## src/rtl/core/murm_pkg.sv

```systemverilog
`default_nettype none
// ----------------------------------------------------------------------------
// murm_pkg
// Shared types, constants and helpers for the streaming MurmurHash2 block.
// ----------------------------------------------------------------------------
package murm_pkg;

    // Mixing constants of the 32-bit MurmurHash2
    localparam logic [31:0] MIX_MUL   = 32'h5bd1e995;
    localparam int          MIX_SHIFT = 24;
    localparam int          FIN_SH1   = 13;
    localparam int          FIN_SH2   = 15;

    // A full word carries four bytes
    localparam logic [2:0]  CNT_FULL  = 3'd4;

    // One input word as handed from the port side to the core
    typedef struct packed {
        logic [31:0] data_word;
        logic [2:0]  byte_count;
        logic        first_word;
        logic        last_word;
        logic [31:0] seed;
        logic [31:0] message_length;
    } t_item;

    // One finished hash
    typedef struct packed {
        logic [31:0] hash_value;
        logic        length_mismatch;
    } t_result;

    // Counts of five to seven mean a full word
    function automatic logic [2:0] clamp_count(input logic [2:0] cnt);
        logic [2:0] res;
        res = (cnt > CNT_FULL) ? CNT_FULL : cnt;
        return res;
    endfunction

    // Keep the low tail bytes of a short last word
    function automatic logic [31:0] tail_mask(input logic [2:0] cnt);
        logic [31:0] res;
        unique case (cnt)
            3'd1:    res = 32'h0000_00ff;
            3'd2:    res = 32'h0000_ffff;
            3'd3:    res = 32'h00ff_ffff;
            default: res = 32'hffff_ffff;
        endcase
        return res;
    endfunction

endpackage
`default_nettype wire

```

## src/rtl/core/murm_mul.sv

```systemverilog
`default_nettype none
// ----------------------------------------------------------------------------
// murm_mul
// Shared multiplier by the mixing constant; low 32 bits, registered result,
// updated only when enabled so the product can be held for later states.
// ----------------------------------------------------------------------------
module murm_mul import murm_pkg::*; (
    input  wire logic        i_clk,
    input  wire logic        i_en,
    input  wire logic [31:0] i_operand,
    output logic      [31:0] o_product
);

    logic [31:0] r_prod;
    logic [31:0] n_prod;

    // Product modulo 2^32
    assign n_prod = i_operand * MIX_MUL;

    always_ff @(posedge i_clk) begin
        if (i_en) begin
            r_prod <= n_prod;
        end
    end

    assign o_product = r_prod;

endmodule
`default_nettype wire

```

## src/rtl/core/murm_core.sv

```systemverilog
`default_nettype none
// ----------------------------------------------------------------------------
// murm_core
// Sequencer and hash state. Every multiplication of a word (key mix, key
// remix, accumulator, tail, avalanche) goes through one shared multiplier.
// ----------------------------------------------------------------------------
module murm_core import murm_pkg::*; (
    input  wire logic    i_clk,
    input  wire logic    i_rst_n,
    input  wire logic    i_start,
    input  wire t_item   i_item,
    output logic         o_idle,
    output logic         o_res_valid,
    input  wire logic    i_res_take,
    output t_result      o_result
);

    // Sequencer states
    localparam logic [3:0] ST_IDLE = 4'd0;
    localparam logic [3:0] ST_K1   = 4'd1;
    localparam logic [3:0] ST_K2   = 4'd2;
    localparam logic [3:0] ST_HM   = 4'd3;
    localparam logic [3:0] ST_MIX  = 4'd4;
    localparam logic [3:0] ST_TAIL = 4'd5;
    localparam logic [3:0] ST_TLW  = 4'd6;
    localparam logic [3:0] ST_FIN  = 4'd7;
    localparam logic [3:0] ST_OUT  = 4'd8;

    logic [3:0]  r_state, n_state;
    logic [31:0] r_h, n_h;
    logic [31:0] r_seen, n_seen;
    logic [31:0] r_decl, n_decl;
    logic [31:0] r_word, n_word;
    logic [2:0]  r_cnt, n_cnt;
    logic        r_last, n_last;
    logic [31:0] r_k, n_k;

    logic        mul_en;
    logic [31:0] mul_a;
    logic [31:0] prod;
    logic [2:0]  cnt_in;

    murm_mul u_mul (
        .i_clk     (i_clk),
        .i_en      (mul_en),
        .i_operand (mul_a),
        .o_product (prod)
    );

    assign cnt_in = clamp_count(i_item.byte_count);

    // Next-state and operand selection
    always_comb begin
        n_state = r_state;
        n_h     = r_h;
        n_seen  = r_seen;
        n_decl  = r_decl;
        n_word  = r_word;
        n_cnt   = r_cnt;
        n_last  = r_last;
        n_k     = r_k;
        mul_en  = 1'b0;
        mul_a   = r_h;
        unique case (r_state)
            ST_IDLE: begin
                if (i_start) begin
                    n_word = i_item.data_word;
                    n_cnt  = cnt_in;
                    n_last = i_item.last_word;
                    if (i_item.first_word) begin
                        n_h    = i_item.seed ^ i_item.message_length;
                        n_seen = '0;
                        n_decl = i_item.message_length;
                    end
                    // short words that are not last are dropped
                    if (cnt_in == CNT_FULL) begin
                        n_state = ST_K1;
                    end else if (!i_item.last_word) begin
                        n_state = ST_IDLE;
                    end else if (cnt_in != 3'd0) begin
                        n_state = ST_TAIL;
                    end else begin
                        n_state = ST_FIN;
                    end
                end
            end
            ST_K1: begin
                mul_en  = 1'b1;
                mul_a   = r_word;
                n_state = ST_K2;
            end
            ST_K2: begin
                mul_en  = 1'b1;
                mul_a   = prod ^ (prod >> MIX_SHIFT);
                n_state = ST_HM;
            end
            ST_HM: begin
                mul_en  = 1'b1;
                mul_a   = r_h;
                n_k     = prod;
                n_state = ST_MIX;
            end
            ST_MIX: begin
                n_h     = prod ^ r_k;
                n_seen  = r_seen + 32'd4;
                n_state = r_last ? ST_FIN : ST_IDLE;
            end
            ST_TAIL: begin
                mul_en  = 1'b1;
                mul_a   = r_h ^ (r_word & tail_mask(r_cnt));
                n_state = ST_TLW;
            end
            ST_TLW: begin
                n_h     = prod;
                n_seen  = r_seen + {29'd0, r_cnt};
                n_state = ST_FIN;
            end
            ST_FIN: begin
                mul_en  = 1'b1;
                mul_a   = r_h ^ (r_h >> FIN_SH1);
                n_state = ST_OUT;
            end
            ST_OUT: begin
                // product is held until the result is taken
                if (i_res_take) begin
                    n_state = ST_IDLE;
                end
            end
            default: begin
                n_state = ST_IDLE;
            end
        endcase
    end

    // Control and hash state
    always_ff @(posedge i_clk) begin
        if (!i_rst_n) begin
            r_state <= ST_IDLE;
            r_h     <= '0;
            r_seen  <= '0;
            r_decl  <= '0;
        end else begin
            r_state <= n_state;
            r_h     <= n_h;
            r_seen  <= n_seen;
            r_decl  <= n_decl;
        end
    end

    // Word payload
    always_ff @(posedge i_clk) begin
        r_word <= n_word;
        r_cnt  <= n_cnt;
        r_last <= n_last;
        r_k    <= n_k;
    end

    assign o_idle                   = (r_state == ST_IDLE);
    assign o_res_valid              = (r_state == ST_OUT);
    assign o_result.hash_value      = prod ^ (prod >> FIN_SH2);
    assign o_result.length_mismatch = (r_seen != r_decl);

endmodule
`default_nettype wire

```

## src/rtl/core/murmur2_hash_stream.sv

```systemverilog
`default_nettype none
// ----------------------------------------------------------------------------
// murmur2_hash_stream
// Streaming 32-bit MurmurHash2 with byte-count check against declared length.
// ----------------------------------------------------------------------------
// Words are taken one at a time; o_in_stall is high while a word is in work.
// All multiplications run through a single registered 32-bit multiplier, so
// work per word grows with its multiplies: a short word that is not last is
// dropped, a full word runs key mix, key remix and accumulator multiplies,
// a full last word adds the avalanche, a last word with 1 to 3 tail bytes
// runs tail and avalanche multiplies, an empty last word the avalanche only.
// The hash sits in an output register, so a new message can start while it
// waits; the core holds in its final step only if that register is full.
// Hash state persists across messages until a word with first_word set.
// ----------------------------------------------------------------------------
module murmur2_hash_stream import murm_pkg::*; (
    input  wire logic        i_clk,
    input  wire logic        i_rst_n,
    input  wire logic        i_in_valid,
    output logic             o_in_stall,
    input  wire logic [31:0] i_data_word,
    input  wire logic [2:0]  i_byte_count,
    input  wire logic        i_first_word,
    input  wire logic        i_last_word,
    input  wire logic [31:0] i_seed,
    input  wire logic [31:0] i_message_length,
    output logic             o_out_valid,
    input  wire logic        i_out_stall,
    output logic [31:0]      o_hash_value,
    output logic             o_length_mismatch
);

    t_item       item;
    t_result     core_res;
    logic        core_idle;
    logic        core_res_valid;
    logic        out_free;
    logic        in_xfer;
    logic        r_out_valid;
    logic [31:0] r_hash;
    logic        r_mismatch;

    assign item.data_word      = i_data_word;
    assign item.byte_count     = i_byte_count;
    assign item.first_word     = i_first_word;
    assign item.last_word      = i_last_word;
    assign item.seed           = i_seed;
    assign item.message_length = i_message_length;

    assign o_in_stall = !core_idle;
    assign in_xfer    = i_in_valid && core_idle;
    assign out_free   = !r_out_valid || !i_out_stall;

    murm_core u_core (
        .i_clk       (i_clk),
        .i_rst_n     (i_rst_n),
        .i_start     (in_xfer),
        .i_item      (item),
        .o_idle      (core_idle),
        .o_res_valid (core_res_valid),
        .i_res_take  (out_free),
        .o_result    (core_res)
    );

    // Output register valid
    always_ff @(posedge i_clk) begin
        if (!i_rst_n) begin
            r_out_valid <= 1'b0;
        end else if (out_free) begin
            r_out_valid <= core_res_valid;
        end
    end

    // Output register payload
    always_ff @(posedge i_clk) begin
        if (out_free && core_res_valid) begin
            r_hash     <= core_res.hash_value;
            r_mismatch <= core_res.length_mismatch;
        end
    end

    assign o_out_valid       = r_out_valid;
    assign o_hash_value      = r_hash;
    assign o_length_mismatch = r_mismatch;

endmodule
`default_nettype wire

```

## config.mk

```make
export PLATFORM = sky130hd
export DESIGN_NAME = murmur2_hash_stream
export DESIGN_NICKNAME = d
export VERILOG_FILES = /design/src/rtl/core/murm_pkg.sv /design/src/rtl/core/murm_mul.sv /design/src/rtl/core/murm_core.sv /design/src/rtl/core/murmur2_hash_stream.sv
export SDC_FILE = /design/constraint.sdc
export NUM_CORES = 1
export LEC_CHECK = 0
export BUFFER_PORTS_ARGS = -buffer_cell sky130_fd_sc_hd__buf_2
export CORE_ASPECT_RATIO = 1.1
export CORE_MARGIN = 5
export CORE_UTILIZATION = 40
export DETAILED_ROUTE_END_ITERATION = 8
export SYNTH_ARGS = -nofsm -noshare
export SYNTH_HDL_FRONTEND = slang
export SYNTH_SLANG_ARGS = --single-unit
```

## constraint.sdc

```tcl
create_clock -name i_clk -period 8.3 [get_ports i_clk]
set_clock_uncertainty 0.2 [all_clocks]
set_input_delay 1.245 -clock i_clk [delete_from_list [all_inputs] [get_ports i_clk]]
set_output_delay 1.245 -clock i_clk [all_outputs]
set_load 0.02 [all_outputs]
```

==> results.ini <==
[run_status]
outcome=finished, final reports clean

[floorplan]
die_width_um=223
num_io_pins=140
placement_rows=86
die_h_um=244
core_sq_um=49800
initial_cell_density_of_the_core_pct=40.1
die_area_sq_um=54600

[critical_path]
crit_family=adder cells
timing.critical_path.slowest_cell_delay_ns=0.56
crit_path_start_kind=flip-flop
critPathKind=flip-flop to flip-flop
crit_fanout=34
timing.critical_path.to_type=flip-flop
cp_data_required_time_ns=8.40
cp_data_arrival_time_ns=8.14
critical_path_depth=26
crit_top_cell=sky130_fd_sc_hd__fa_1
reg2regPathDepth=26
worstPathBufferInverterCount=10
crit_path_top_delay_cell=sky130_fd_sc_hd__fa_1

[clocking]
cts_inserted_buffers=27
clk_path_buf_depth=3
ctsRootBufferMaster=sky130_fd_sc_hd__clkbuf_16
clock-sinks=234
tritoncts=yes
clk_latency_ns=0.55
htree_num_levels=1
path_clk_slew_ns=0.06

[grt]
grt_pass1_vias=15738
track_usage_pct=22.8
first_pass_grt_wire_length_um=96200
remaining_overflow_grt=0
antenna_found_initial=0
maximum_number_of_pins_on_one_net_before_global_route_repair=82

[route]
detail_route.wirelength.met1_um=26800
dr.first_iter.drc_count=1307
antenna_left=0
dr_total_vias=15437
drt_drc_violations_left=0
drt-wirelength-per-cell_um=21.5
routed.top_layer=met4
route.final.wire_length_um=62800
met2_wirelength_um=30300
post_drt_via_cell_ratio=5.28
detailroute.wirelength.met3_um=3920
detailedRoute.firstPassIterationCount=5

[synthesis]
synth_area_per_cell_sq_um=9.78
synth_edf_count=133
synth_top_cells_by_area=sky130_fd_sc_hd__edfxtp_1, sky130_fd_sc_hd__fa_1, sky130_fd_sc_hd__ha_1
synth_top_area_share_pct=20.0
netlist-cell-type-count=68
synthFlopType=sky130_fd_sc_hd__edfxtp_1
synth-seq-area-share_pct=30.1
mappedNetlistArea_sq_um=20000
netlist.top_cell.by_area=sky130_fd_sc_hd__edfxtp_1
synth_cells=2045
synth-async-reset-ratio_pct=0
synthesis.yosys.warnings=0
post_synthesis_net_count=2552
postSynthRegisterBits=234

[timing]
final-setup-viol-count=0
final_period_minus_worst_setup_slack_ns=8.04
worst_pin_slew_ns=1.05
tns_setup_ns=0
slew_violations=0
hold-worst-slack_ns=0.272
achievable-frequency_mhz=124
worst_slew_margin_rel_pct=29.8
timing_hold_violations_final=0
layout_worst_path_cycle_share_pct=96.8

[cells_and_area]
num-nets-final=2752
post_route_cells_drive_above_1_share_pct=14.3
antenna_cells=0
area_growth_from_synthesis_to_layout_pct=15.6

[worst_hold_path]
hold_path_class=flip-flop to flip-flop
worst_hold_path.num_cells=2

[place]
dp.final_hpwl_um=50900
gp_congestion=0.946
portBuffers=139

[flow_run]
cap_viol_max_count=0

Yosys cell counts, types with 3 or more instances:
cell type and number:
sky130_fd_sc_hd__nand3b_1 6, sky130_fd_sc_hd__ha_1 220, sky130_fd_sc_hd__buf_2 5, sky130_fd_sc_hd__edfxtp_1 133, sky130_fd_sc_hd__o211ai_1 8, sky130_fd_sc_hd__nand2b_1 36
sky130_fd_sc_hd__o21ai_0 65, sky130_fd_sc_hd__a21oi_1 148, sky130_fd_sc_hd__inv_1 352, sky130_fd_sc_hd__dfxtp_1 101, sky130_fd_sc_hd__xnor2_1 143, sky130_fd_sc_hd__and4_1 3
sky130_fd_sc_hd__and2_1 6, sky130_fd_sc_hd__nor3_1 20, sky130_fd_sc_hd__a31oi_1 8, sky130_fd_sc_hd__a21o_1 18, sky130_fd_sc_hd__mux2i_1 3, sky130_fd_sc_hd__nor2b_1 6
sky130_fd_sc_hd__nand2_1 137, sky130_fd_sc_hd__buf_1 5, sky130_fd_sc_hd__o21a_1 4, sky130_fd_sc_hd__nand3_1 27, sky130_fd_sc_hd__o22ai_1 9, sky130_fd_sc_hd__or3_1 5
sky130_fd_sc_hd__nor3b_1 4, sky130_fd_sc_hd__xor2_1 38, sky130_fd_sc_hd__a22oi_1 17, sky130_fd_sc_hd__o31ai_1 5, sky130_fd_sc_hd__a221o_1 7, sky130_fd_sc_hd__o21ai_1 3
sky130_fd_sc_hd__fa_1 182, sky130_fd_sc_hd__clkbuf_1 60, sky130_fd_sc_hd__and3_1 14, sky130_fd_sc_hd__or2_2 3, sky130_fd_sc_hd__a211oi_1 37, sky130_fd_sc_hd__nor4_1 9
sky130_fd_sc_hd__o21bai_1 5, sky130_fd_sc_hd__nand4_1 18, sky130_fd_sc_hd__a221oi_1 8, sky130_fd_sc_hd__nor2_1 133
sequential cells by signal, indices dropped and copies added (netlist names):
register and count:
o_hash_value 32, u_core.r_word 32, u_core.r_cnt 3, u_core.r_k 32, u_core.r_decl 32, u_core.r_seen 32, u_core.r_h 32, u_core.u_mul.o_product 32
u_core.r_state 4, o_out_valid 1, o_length_mismatch 1, u_core.r_last 1
cell families after synthesis:
group | count (synthesis) | synth area share (%)
fa+ha+maj | 402 | 32.0
buf+inv | 423 | 8.01
xor+xnor | 182 | 8.04
simple gates | 439 | 10.4
mux | 5 | 0.263
flops | 234 | 30.1
compound gates | 360 | 11.2
worst min-delay path, cell delays in order, from the launching register on:
cell	delay [ns]
sky130_fd_sc_hd__dfxtp_1	0.32
sky130_fd_sc_hd__nand2_1	0.05
sky130_fd_sc_hd__a21oi_1	0.05
per-stage QoR:
| stage | instance area [sq um] | util (%) | worst slack (ns) | std cells |
|---|---|---|---|---|
| 6_report | 23100 | 46.4 | 0.262 | 2923 |
| 5_1_grt | 23100 | 46.4 | -0.0216 | 2923 |
| 4_1_cts | 22900 | 45.9 | 0.0666 | 2910 |
| 3_5_place_dp | 22000 | 44.2 | -0.0156 | 2863 |
| 3_3_place_gp | 22000 | 44.2 | 0.0712 | 2863 |
| 2_1_floorplan | 20000 | - | 0.0144 | 2045 |
layout by cell type, fill, tap and decap left out, drive strengths merged, types with 6 or more instances in the layout:
| cell | instances |
|---|---|
| nor4 | 9 |
| and2 | 6 |
| clkbuf | 39 |
| nand2b | 36 |
| a221oi | 8 |
| buf | 241 |
| a31oi | 8 |
| a211oi | 37 |
| a22oi | 17 |
| inv | 353 |
| nor3 | 20 |
| dfxtp | 101 |
| nand3b | 6 |
| fa | 182 |
| a21o | 18 |
| a21oi | 149 |
| edfxtp | 133 |
| nand4 | 18 |
| nand3 | 27 |
| nor2 | 133 |
| o22ai | 9 |
| nand2 | 137 |
| and3 | 14 |
| nor2b | 6 |
| xnor2 | 143 |
| o21ai | 68 |
| a221o | 7 |
| ha | 220 |
| xor2 | 38 |
| o211ai | 9 |
worst paths after layout:
kind                     start                         end  slack (ns)
max          u_core.r_state[2]  u_core.u_mul.o_product[31]        0.26
min          u_core.r_decl[20]           u_core.r_decl[20]        0.27
max reg2reg  u_core.r_state[2]  u_core.u_mul.o_product[31]        0.26
min reg2reg  u_core.r_decl[20]           u_core.r_decl[20]        0.27
final cells by class:
cell class              count  area (sq um)
clock inverters             9           101
flip-flops and latches    234          6020
clock buffers              38           778
well taps                 660           826
inverters                 352          1330
fillers                  4660         26700
multi-input cells        1388         12500
repair buffers            242          1540
what timing repair did:
| item | in CTS | in global routing |
|---|---|---|
| setup buffers | 0 | 12 |
| gates resized for setup | 1 | 26 |
| pin swaps | 0 | 11 |
| endpoints found under the setup margin | 1 | 10 |
| cloned | 0 | 1 |
| hold buffers | 0 | 0 |
| endpoints found under the hold margin | 0 | 0 |
routing by layer:
| layer | vias up | GRT usage, % |
|---|---|---|
| met2 | 534 | 38.8 |
| li1 | 7190 | - |
| met5 | - | 0 |
| met3 | 96 | 3.06 |
| met4 | 0 | 5.48 |
| met1 | 7617 | 30.9 |
Power is left out: the tool's default activity adds up to more than one toggle a clock period on the data nets, which glitch-free logic cannot reach.
